## src/rtl/core/bounded_list_deque_with_search_core_defines.svh

```systemverilog
// ----------------------------------------------------------------------------
// Deque core assertion macros
// Shared immediate-style concurrent checks, clocked on clock, off in reset.
// ----------------------------------------------------------------------------
`ifndef BOUNDED_LIST_DEQUE_WITH_SEARCH_CORE_DEFINES_SVH
`define BOUNDED_LIST_DEQUE_WITH_SEARCH_CORE_DEFINES_SVH

// Same-cycle implication.
`define BLDQ_ASSERT_NOW(label, ante, cons, msg) \
   label: assert property (@(posedge clock) disable iff (reset) (ante) |-> (cons)) \
      else $error(msg);

// Next-cycle implication.
`define BLDQ_ASSERT_NEXT(label, ante, cons, msg) \
   label: assert property (@(posedge clock) disable iff (reset) (ante) |=> (cons)) \
      else $error(msg);

`endif

```

## src/rtl/core/bldq_pkg.sv

```systemverilog
// ----------------------------------------------------------------------------
// bldq_pkg
// Types and codes shared by the deque core and its storage cells.
// ----------------------------------------------------------------------------
`default_nettype none

package bldq_pkg;

   localparam int DATA_WIDTH    = 32;
   localparam int DEPTH_DEFAULT = 16;

   // operation codes
   localparam logic [2:0] MODE_INS_FRONT = 3'd0;
   localparam logic [2:0] MODE_INS_END   = 3'd1;
   localparam logic [2:0] MODE_REM_FRONT = 3'd2;
   localparam logic [2:0] MODE_REM_END   = 3'd3;
   localparam logic [2:0] MODE_REM_MATCH = 3'd4;
   localparam logic [2:0] MODE_SEARCH    = 3'd5;

   typedef enum logic [1:0] {
      STATUS_OK       = 2'd0,
      STATUS_EMPTY    = 2'd1,
      STATUS_FULL     = 2'd2,
      STATUS_NOTFOUND = 2'd3
   } status_type;

   typedef enum logic [1:0] {
      CELL_HOLD,
      CELL_LOAD,
      CELL_FROM_PREV,
      CELL_FROM_NEXT
   } cell_op_type;

   typedef struct packed {
      logic        cmp_en;  // capture compare result this cycle
      logic        live;    // cell lies below the entry count
      cell_op_type op;
   } cell_ctl_type;

endpackage

`default_nettype wire

```

## src/rtl/core/bldq_cell.sv

```systemverilog
// ----------------------------------------------------------------------------
// bldq_cell
// One list slot: holds an entry, compares it with the broadcast value and
// shifts towards either neighbour.
// ----------------------------------------------------------------------------
`default_nettype none

module bldq_cell (
   input  wire                                   clock,
   input  wire  bldq_pkg::cell_ctl_type          ctl,
   input  wire  [bldq_pkg::DATA_WIDTH-1:0]       value_in,
   input  wire  [bldq_pkg::DATA_WIDTH-1:0]       prev_entry,
   input  wire  [bldq_pkg::DATA_WIDTH-1:0]       next_entry,
   output logic [bldq_pkg::DATA_WIDTH-1:0]       entry_out,
   output logic                                  match_out
);
   import bldq_pkg::*;

   logic [DATA_WIDTH-1:0] entry_ff, entry_in;
   logic                  match_ff, match_in;

   always_comb begin
      unique case (ctl.op)
         CELL_LOAD:      entry_in = value_in;
         CELL_FROM_PREV: entry_in = prev_entry;
         CELL_FROM_NEXT: entry_in = next_entry;
         default:        entry_in = entry_ff;
      endcase
      match_in = ctl.cmp_en ? (ctl.live && (entry_ff == value_in)) : match_ff;
   end

   always_ff @(posedge clock) begin
      entry_ff <= entry_in;
      match_ff <= match_in;
   end

   assign entry_out = entry_ff;
   assign match_out = match_ff;

endmodule

`default_nettype wire

```

## src/rtl/core/bounded_list_deque_with_search_core.sv

```systemverilog
// ----------------------------------------------------------------------------
// bounded_list_deque_with_search_core
// Bounded double-ended list of signed words with remove-by-value and search.
// ----------------------------------------------------------------------------
// Usage:
//  - Request: drive req_mode/req_value with start high; the transaction is
//    taken on the edge where start is high and busy is low.
//  - Response: rsp_valid pulses for one cycle with rsp_status,
//    rsp_removed_value and rsp_entry_total. The receiver cannot stall; a
//    response is simply presented once.
//  - Sequence: after acceptance, the match state broadcasts the value and
//    every cell latches its own compare; the apply state resolves the first
//    match with one DEPTH-wide subtract and drives the shift; the response
//    register then shows the result.
//  - Requests do not overlap: busy stays high through the match and apply
//    states. A new request may be taken in the cycle the previous response
//    is on the ports.
//  - Reset (synchronous, active high): list empty, no response pending.
//    Cell contents are not cleared; slots at or beyond the count are never
//    observed.
// ----------------------------------------------------------------------------
`default_nettype none

`include "bounded_list_deque_with_search_core_defines.svh"

module bounded_list_deque_with_search_core #(
   parameter int DEPTH = bldq_pkg::DEPTH_DEFAULT,
   localparam int CountWidth = $clog2(DEPTH + 1)
) (
   input  wire                                   clock,
   input  wire                                   reset,
   input  wire                                   start,
   output logic                                  busy,
   input  wire  [2:0]                            req_mode,
   input  wire  signed [bldq_pkg::DATA_WIDTH-1:0] req_value,
   output logic                                  rsp_valid,
   output logic [1:0]                            rsp_status,
   output logic signed [bldq_pkg::DATA_WIDTH-1:0] rsp_removed_value,
   output logic [CountWidth-1:0]                 rsp_entry_total
);
   import bldq_pkg::*;

   localparam int IdxWidth = $clog2(DEPTH);
   localparam logic [CountWidth-1:0] CountFull = CountWidth'(DEPTH);

   typedef enum logic [1:0] {S_IDLE, S_MATCH, S_APPLY} state_type;

   state_type             state_ff, state_in;
   logic [2:0]            mode_ff, mode_in;
   logic [DATA_WIDTH-1:0] value_ff, value_in;
   logic [CountWidth-1:0] count_ff, count_in;
   logic                  rsp_valid_ff, rsp_valid_in;
   status_type            rsp_status_ff, rsp_status_in;
   logic [DATA_WIDTH-1:0] rsp_removed_ff, rsp_removed_in;

   cell_ctl_type          ctl [DEPTH];
   logic [DATA_WIDTH-1:0] entries_w [DEPTH];
   logic [DEPTH-1:0]      match_w;

   // first-match resolution: tail mask covers the first hit and all after it
   logic [DEPTH-1:0]      match_low;
   logic [DEPTH-1:0]      tail_mask;
   logic                  found;
   logic                  full;
   logic                  empty;
   logic [CountWidth-1:0] count_m1;
   logic                  accept;

   assign accept    = start && (state_ff == S_IDLE);
   assign match_low = match_w ^ (match_w - {{(DEPTH-1){1'b0}}, 1'b1});
   assign tail_mask = ~(match_low >> 1);
   assign found     = |match_w;
   assign full      = (count_ff == CountFull);
   assign empty     = (count_ff == '0);
   assign count_m1  = count_ff - {{(CountWidth-1){1'b0}}, 1'b1};

   // ---------------------------------------------------------------- cells
   for (genvar g = 0; g < DEPTH; g++) begin : g_cell
      logic [DATA_WIDTH-1:0] prev_w, next_w;
      if (g == 0) begin : g_first
         assign prev_w = '0;
      end else begin : g_mid_prev
         assign prev_w = entries_w[g-1];
      end
      if (g == DEPTH - 1) begin : g_last
         assign next_w = '0;
      end else begin : g_mid_next
         assign next_w = entries_w[g+1];
      end

      bldq_cell u_cell (
         .clock      (clock),
         .ctl        (ctl[g]),
         .value_in   (value_ff),
         .prev_entry (prev_w),
         .next_entry (next_w),
         .entry_out  (entries_w[g]),
         .match_out  (match_w[g])
      );
   end

   // ------------------------------------------------------- control / apply
   always_comb begin
      state_in       = state_ff;
      mode_in        = mode_ff;
      value_in       = value_ff;
      count_in       = count_ff;
      rsp_valid_in   = 1'b0;
      rsp_status_in  = rsp_status_ff;
      rsp_removed_in = rsp_removed_ff;

      for (int i = 0; i < DEPTH; i++) begin
         ctl[i].cmp_en = (state_ff == S_MATCH);
         ctl[i].live   = (count_ff > CountWidth'(i));
         ctl[i].op     = CELL_HOLD;
      end

      unique case (state_ff)
         S_IDLE: begin
            if (accept) begin
               mode_in  = req_mode;
               value_in = req_value;
               state_in = S_MATCH;
            end
         end
         S_MATCH: begin
            state_in = S_APPLY;
         end
         S_APPLY: begin
            state_in       = S_IDLE;
            rsp_valid_in   = 1'b1;
            rsp_status_in  = STATUS_OK;
            rsp_removed_in = '0;
            unique case (mode_ff)
               MODE_INS_FRONT: begin
                  if (full) begin
                     rsp_status_in = STATUS_FULL;
                  end else begin
                     for (int i = 0; i < DEPTH; i++) begin
                        ctl[i].op = (i == 0) ? CELL_LOAD : CELL_FROM_PREV;
                     end
                     count_in = count_ff + 1'b1;
                  end
               end
               MODE_INS_END: begin
                  if (full) begin
                     rsp_status_in = STATUS_FULL;
                  end else begin
                     for (int i = 0; i < DEPTH; i++) begin
                        if (count_ff == CountWidth'(i)) begin
                           ctl[i].op = CELL_LOAD;
                        end
                     end
                     count_in = count_ff + 1'b1;
                  end
               end
               MODE_REM_FRONT: begin
                  if (empty) begin
                     rsp_status_in = STATUS_EMPTY;
                  end else begin
                     for (int i = 0; i < DEPTH; i++) begin
                        ctl[i].op = CELL_FROM_NEXT;
                     end
                     rsp_removed_in = entries_w[0];
                     count_in       = count_m1;
                  end
               end
               MODE_REM_END: begin
                  if (empty) begin
                     rsp_status_in = STATUS_EMPTY;
                  end else begin
                     rsp_removed_in = entries_w[count_m1[IdxWidth-1:0]];
                     count_in       = count_m1;
                  end
               end
               MODE_REM_MATCH: begin
                  if (empty) begin
                     rsp_status_in = STATUS_EMPTY;
                  end else if (!found) begin
                     rsp_status_in = STATUS_NOTFOUND;
                  end else begin
                     for (int i = 0; i < DEPTH; i++) begin
                        if (tail_mask[i]) begin
                           ctl[i].op = CELL_FROM_NEXT;
                        end
                     end
                     // the matched entry equals the search value
                     rsp_removed_in = value_ff;
                     count_in       = count_m1;
                  end
               end
               MODE_SEARCH: begin
                  if (!found) begin
                     rsp_status_in = STATUS_NOTFOUND;
                  end
               end
               default: begin
                  // unused codes: no change, plain ok
               end
            endcase
         end
         default: begin
            state_in = S_IDLE;
         end
      endcase
   end

   always_ff @(posedge clock) begin
      if (reset) begin
         state_ff     <= S_IDLE;
         count_ff     <= '0;
         rsp_valid_ff <= 1'b0;
      end else begin
         state_ff     <= state_in;
         count_ff     <= count_in;
         rsp_valid_ff <= rsp_valid_in;
      end
      mode_ff        <= mode_in;
      value_ff       <= value_in;
      rsp_status_ff  <= rsp_status_in;
      rsp_removed_ff <= rsp_removed_in;
   end

   assign busy              = (state_ff != S_IDLE);
   assign rsp_valid         = rsp_valid_ff;
   assign rsp_status        = rsp_status_ff;
   assign rsp_removed_value = rsp_removed_ff;
   assign rsp_entry_total   = count_ff;

   // ------------------------------------------------------------ assertions
   `BLDQ_ASSERT_NOW(a_rsp_when_idle, rsp_valid_ff, state_ff == S_IDLE, "response while busy")
   `BLDQ_ASSERT_NEXT(a_accept_busy, accept, state_ff == S_MATCH, "accept did not start match")
   `BLDQ_ASSERT_NOW(a_count_bound, 1'b1, count_ff <= CountFull, "entry count beyond depth")
   `BLDQ_ASSERT_NOW(a_full_status, rsp_valid_ff && (rsp_status_ff == STATUS_FULL), count_ff == CountFull, "full reported below depth")

endmodule

`default_nettype wire

```

## config.mk

```make
export PLATFORM = sky130hd
export DESIGN_NAME = bounded_list_deque_with_search_core
export DESIGN_NICKNAME = d
export VERILOG_FILES = /design/src/rtl/core/bldq_pkg.sv /design/src/rtl/core/bldq_cell.sv /design/src/rtl/core/bounded_list_deque_with_search_core.sv
export VERILOG_INCLUDE_DIRS = /design/src /design/src/rtl/core
export SDC_FILE = /design/constraint.sdc
export NUM_CORES = 2
export LEC_CHECK = 0
export ABC_AREA = 0
export BUFFER_PORTS_ARGS = -buffer_cell sky130_fd_sc_hd__buf_2
export CORE_ASPECT_RATIO = 1.2
export CORE_UTILIZATION = 36
export DETAILED_ROUTE_END_ITERATION = 6
export GPL_TIMING_DRIVEN = 0
export HOLD_SLACK_MARGIN = 0.02
export SYNTH_ARGS = -nofsm -noshare
export SYNTH_HDL_FRONTEND = slang
export SYNTH_HIERARCHICAL = 1
export SYNTH_SLANG_ARGS = --single-unit
```

## constraint.sdc

```tcl
create_clock -name clock -period 5.4 [get_ports clock]
set_input_delay 0.81 -clock clock [delete_from_list [all_inputs] [get_ports clock]]
set_output_delay 0.81 -clock clock [all_outputs]
set_load 0.05 [all_outputs]
```

== Word level (Yosys, flattened, before mapping) ==
Cells that the tools add are included.

* Flip-flop bits (word level): 605
* Input bits: 38
* Output and inout port bits: 41

* Add/sub/neg operators: 3
* Order comparisons: 17
* Eq/ne operators: 92
* Mux-type cells: 151
* Bitwise logic cells: 3
* Reductions and logical operators: 43

{| class="wikitable"
|+ Operators with widths
! kind !! number
|-
| $pmux W32 S3 || 17
|-
| $eq A32 B32 Y1 || 16
|-
| $mux W32 || 6
|-
| $mux W2 || 70
|-
| $pmux W2 S4 || 17
|-
| $bmux W32 S4 || 1
|-
| $eq A2 B2 Y1 const B || 33
|-
| $reduce_bool A3 Y1 || 17
|-
| $eq A5 B4 Y1 const B || 8
|-
| $gt A5 B4 Y1 const B || 8
|-
| $eq A2 B1 Y1 const B || 17
|-
| $mux W1 || 34
|-
| $eq A5 B3 Y1 const B || 4
|-
| $gt A5 B3 Y1 const B || 4
|-
| $mux W5 || 4
|-
| $logic_and A1 B1 Y1 || 17
|-
| $not A15 Y16 || 1
|-
| $reduce_or A16 Y1 || 1
|-
| $sub A16 B1 Y16 const B || 1
|-
| $xor A16 B16 Y16 || 1
|-
| $pmux W5 S3 || 1
|-
| $eq A5 B2 Y1 const B || 2
|-
| $gt A5 B1 Y1 const B || 2
|-
| $gt A5 B2 Y1 const B || 2
|-
| 18 further kinds || 25
|}

== Logic depth before layout (Yosys ltp) ==
* Word-level depth: 10
* Gate-level depth with buffers: 16
* Depth with buffers taken out: 9

== Hierarchy ==
Netlist, hierarchy kept.

{| class="wikitable"
|+ Modules (own cells, without submodules)
! module !! times used !! cells an instance !! area each (µm²) !! seq. area each (µm²)
|-
| bldq_cell || 16 || 185 || 2008.2 || 991.0
|-
| bounded_list_deque_with_search_core || 1 || 699 || 7980.2 || 2232.1
|}

== Least setup slack after synthesis ==
Ideal clock, no wire load.

* Path kind: register to register
* Start point: register count_ff[0] (netlist: rsp_entry_total[0])
* End point: register g_cell[10].u_cell.entry_ff[0], enable pin
* Setup time: 0.375 ns
* Arrival: 3.930 ns
* Required time: 5.025 ns
* Slack: 1.095 ns
* Cell stages (with the launch flop): 16
* Cell sequence: dfxtp_1 > buf_2 > buf_2 > buf_2 > buf_2 > inv_1 > ha_1 > nor4b_4 > nor4b_1 > buf_2 > buf_2 > o21ai_0 > a21oi_1 > buf_2 > buf_4 > or2_2

{| class="wikitable"
|+ RTL lines
! element !! line !! RTL
|-
| start, declared || bounded_list_deque_with_search_core.sv:51 || <nowiki>logic [CountWidth-1:0] count_ff, count_in;</nowiki>
|-
| start signal, assigned || bounded_list_deque_with_search_core.sv:215 || <nowiki>count_ff <= count_in;</nowiki>
|-
| end signal, assigned || bldq_cell.sv:33 || <nowiki>entry_ff <= entry_in;</nowiki>
|-
| end, declared || bldq_cell.sv:19 || <nowiki>logic [DATA_WIDTH-1:0] entry_ff, entry_in;</nowiki>
|}

== Final worst setup path ==
* Start point: register count_ff[0] (netlist: rsp_entry_total[0])
* End point: register rsp_removed_ff[30] (netlist: rsp_removed_value[30]) (data pin)

* Word-level cells in the longest chain between the ends: 7
* Elaborated cells on any way between the ends: 10
* Classes of those cells: 1 x add/sub; 7 x mux; 1 x bitwise; 1 x reduce/logical

{| class="wikitable"
|+ Ends and longest elaborated chain
! element !! line !! RTL
|-
| $sub A5 B1 Y5 || bounded_list_deque_with_search_core.sv:75 || <nowiki>assign count_m1 = count_ff - {{(CountWidth-1){1'b0}}, 1'b1};</nowiki>
|-
| $not A4 Y5 (not written as such) || bounded_list_deque_with_search_core.sv:172 || <nowiki>rsp_removed_in = entries_w[count_m1[IdxWidth-1:0]];</nowiki>
|-
| $bmux W32 S4 || bounded_list_deque_with_search_core.sv:172 ||
|-
| $mux W32 (not written as such) (2 in series) || bounded_list_deque_with_search_core.sv:172 ||
|-
| $mux W32 || bounded_list_deque_with_search_core.sv:169 || <nowiki>if (empty) begin</nowiki>
|-
| $pmux W32 S3 (*) || bounded_list_deque_with_search_core.sv:134 || <nowiki>unique case (mode_ff)</nowiki>
|-
| end signal, assigned || bounded_list_deque_with_search_core.sv:221 || <nowiki>rsp_removed_ff <= rsp_removed_in;</nowiki>
|-
| end, declared || bounded_list_deque_with_search_core.sv:54 || <nowiki>logic [DATA_WIDTH-1:0] rsp_removed_ff, rsp_removed_in;</nowiki>
|}

Mark *: on every way between the ends. The rest lies on a longest branch, timed or not. The select of a mux whose other input is x is not followed.
A chain may end at the register's enable or synchronous reset.

==> key figures <==
Floorplanning
  – Die area: 113000 um2
  – CORE AREA: 110000 um2
  – IO Pins: 79
  – Row count: 133
  – Initial Util: 36.5%
  – Die X: 307 um
  – Vert. Die Dim: 368 um

Timing
  – Worst-margin pin slew: 1.34 ns
  – Slew Viols, Final: 0
  – Fmax achieved: 0.190 GHz
  – Final hold vios: 0
  – RSZ-0062 raised after global routing: no
  – Final period util: 97.4%
  – Minimum clock period: 5.26 ns
  – Total negative slack: 0 ns
  – Slew HR: 10.8%
  – Setup-failing EPs final: 0
  – Clock skew after layout: 0.0300 ns

Placement
  – Post-DP HPWL: 118000 um
  – RePlAce Congestion: 1.01
  – I/O Buffers: 78

Global routing
  – Largest net degree at the start of global routing: 34
  – Total grt overflow: 0
  – First-pass GRT wire length: 207000 um
  – Initial antenna violation count: 3
  – Vias in the first global route: 29701
  – All-Layer GR Usage: 25.3%

Logic synthesis
  – Largest area contributor in the netlist: edfxtp_1
  – Netlist Area Pre-Place: 40100 um2
  – Syn. warnings: 6
  – Synth Area in Simple Gates: 10.2%
  – Post-synth EDFFs: 597
  – Synthesized netlist cell count: 3659
  – Share of the synthesized area in the top cell type: 44.7%
  – Netlist cell types: 56
  – Xor and xnor area share after synthesis: 11.2%
  – Top cells by count, synth: edfxtp_1, a21oi_1, mux2i_1
  – Adder-cell share of the synthesized area: 0.218%
  – Largest family of logic cells by synthesized area: multiplexers
  – Top post-synthesis cells by area: edfxtp_1, mux2i_1, xor2_1
  – Syn Area/Cell: 11.0 um2
  – Async set-reset flop share out of synthesis: 0%
  – Compound-cell area share of the yosys netlist: 9.19%
  – Ys flop type: edfxtp_1
  – Mux cell area share after synthesis: 20.8%
  – Seq cells post-synth: 605
  – Count leader, synth: edfxtp_1
  – Post-synthesis sequential area ratio: 45.1%

Route
  – DRT Pass-1 Iters: 7
  – Met2 wire len: 69300 um
  – Via-per-instance ratio: 5.67
  – Met1 WL: 55500 um
  – Vias: 30941
  – Final ANT Viol Nets: 0
  – WL final: 146000 um
  – Metal3 WL: 9780 um
  – Max Used Layer: met5
  – Post-route DRC: 0
  – Iteration-0 DRC count of the detailed router: 3360
  – Routed WL per cell: 26.8 um

Clock network
  – CTS Hold Bufs: 0
  – Latest clock arrival within the worst-skew pair: 0.65 ns
  – CTS H-tree lvls: 3
  – Clock slew at reported path FFs: 0.06 ns
  – Post-CTS Setup Bufs: 0
  – Clock sinks: 605
  – CTS Buf Count: 74
  – CTS tree: built
  – Maximum buffer depth of the clock tree: 3
  – Clk root buf: clkbuf_16

Cells and area
  – Final core utilization: 41.9%
  – Fill count: 10448
  – Antenna diodes: 0
  – Area delta synth->final: 14.8%
  – Nets: 3961
  – Share of layout cells above drive strength 1: 13.1%

Setup path
  – CP Class: flop to flop
  – Critical Path AT: 5.63 ns
  – Critical-path cell list: buf_2 > clkbuf_4 > buf_4 > buf_2 > inv_1 > ha_1 > buf_2 > buf_1 > mux4_2 > mux2i_1 > o21ai_1 > a211o_1
  – CP Launch Type: flop
  – CP endpoint kind: flop
  – Critical Path Max Stage Delay: 0.99 ns
  – Most used cell, CP: buf_2
  – Slowest-stage cell, CP: buf_1
  – RR Startpoint: rsp_entry_total[0]
  – CP startpoint: rsp_entry_total[0]
  – Worst-path fanout max: 10
  – Crit path required time: 5.77 ns

Power and ir drop
  – Total power: 0.0116 W
  – Sw Share: 25.2%
  – Clk network pwr share: 44.4%
  – Peak supply drop: 0.282 mV
  – Psw: 0.00291 W
  – Comb pwr share: 9.3%
  – Int Pwr: 0.00865 W
  – Lkg Pwr: 15.2 nW
  – Sequential share of power: 46.2%
  – Pwr/cell area: 251 nW/um2

Worst hold path
  – Hold_sp: req_value[13]
  – Worst hold path type: primary input to flop

Status
  – Status: finished, final reports clean

Run
  – Number of max-cap violations: 0
## final timing paths
kind                           endpoint  slack, ns  cells past startpoint
hold reg to reg             state_ff[0]       0.64                      2
setup / recovery  rsp_removed_value[30]       0.14                     12
hold / removal             value_ff[13]       0.34                      1
setup reg to reg  rsp_removed_value[30]       0.14                     12
## critical path: cells and delay by family, from the launching register on
family | cells | cell delay [ns]
buffers and inverters | 7 | 2.86
multiplexers | 2 | 0.76
flip-flops | 1 | 0.40
adder cells (fa/ha/maj) | 1 | 0.55
AO/OA/AOI/OAI | 2 | 0.38
## power by group through the flow
stage | logic, W | clock network (W) | registers (W)
final | 0.00108 | 0.00514 | 0.00535
after global routing | 0.00114 | 0.00535 | 0.00535
after CTS | 0.000946 | 0.00519 | 0.00540
after detailed placement | 0.000942 | 0 | 0.00550
after global placement | 0.000836 | 0 | 0.00555
after floorplan | 0.000548 | 0 | 0.00549
## registers in the layout, summed over array words and instances, names as in the netlist
| signal | flops |
|---|---|
| g_cell.u_cell/entry_out | 512 |
| rsp_removed_value | 32 |
| value_ff | 32 |
| g_cell.u_cell/match_out | 16 |
| rsp_entry_total | 5 |
| mode_ff | 3 |
| rsp_status | 2 |
| state_ff | 2 |
| rsp_valid | 1 |
## per-layer routing
metal  GRT usage (%)  vias to the layer above
li1                -                    14027
met3            2.79                      330
met5               0                        -
met1            30.9                    15071
met4            18.0                        2
met2            41.7                     1511
## cell type report
class,count,area (um2),share of cell area (%)
Buffer,245,1280,2.78
Timing Repair Buffer,112,1310,2.85
Clock inverter,43,477,1.03
Multi-Input combinational cell,2867,21100,45.7
Tap cell,1485,1860,4.03
Inverter,11,41.3,0.0896
Clock buffer,91,1960,4.25
Sequential cell,605,18100,39.3
## metrics by stage
stage          setup slack (ns)  area, um2  hold WS, ns  std cells
2_1_floorplan              1.10      40300        0.659       3722
3_3_place_gp              -1.04      42600        0.532       5285
3_5_place_dp             -0.641      43000        0.605       5301
4_1_cts                 0.00180      45500        0.317       5436
5_1_grt                 0.00464      46100        0.339       5459
6_report                  0.138      46100        0.344       5459
## cells in the final DEF, fill, tap and decap left out, types with 35 or more instances in the layout
master | netlist | layout
a21oi_1 | 592 | 592
buf_2 | 58 | 133
buf_4 | 54 | 55
clkbuf_1 | 89 | 104
clkbuf_16 | 0 | 76
conb_1 | 1 | 64
edfxtp_1 | 597 | 597
mux2i_1 | 545 | 545
mux4_2 | 128 | 128
nand2_1 | 118 | 118
nand3_1 | 35 | 35
nor2_1 | 527 | 526
nor4_1 | 115 | 115
xor2_1 | 497 | 497
## repair_timing
item,4_1_cts,5_1_grt
pin swaps,0,0
setup endpoints to repair,699,592
gates cloned,1,5
gates resized for setup,12,11
## kinds of logic after synthesis
family / Yosys count
multiplexers: 673
adder cells (fa/ha/maj): 7
AND/OR/NAND/NOR: 903
flip-flops: 605
buffers and inverters: 256
other: 1
AO/OA/AOI/OAI: 699
XOR/XNOR: 515
Power figures use the tool's default switching activity.
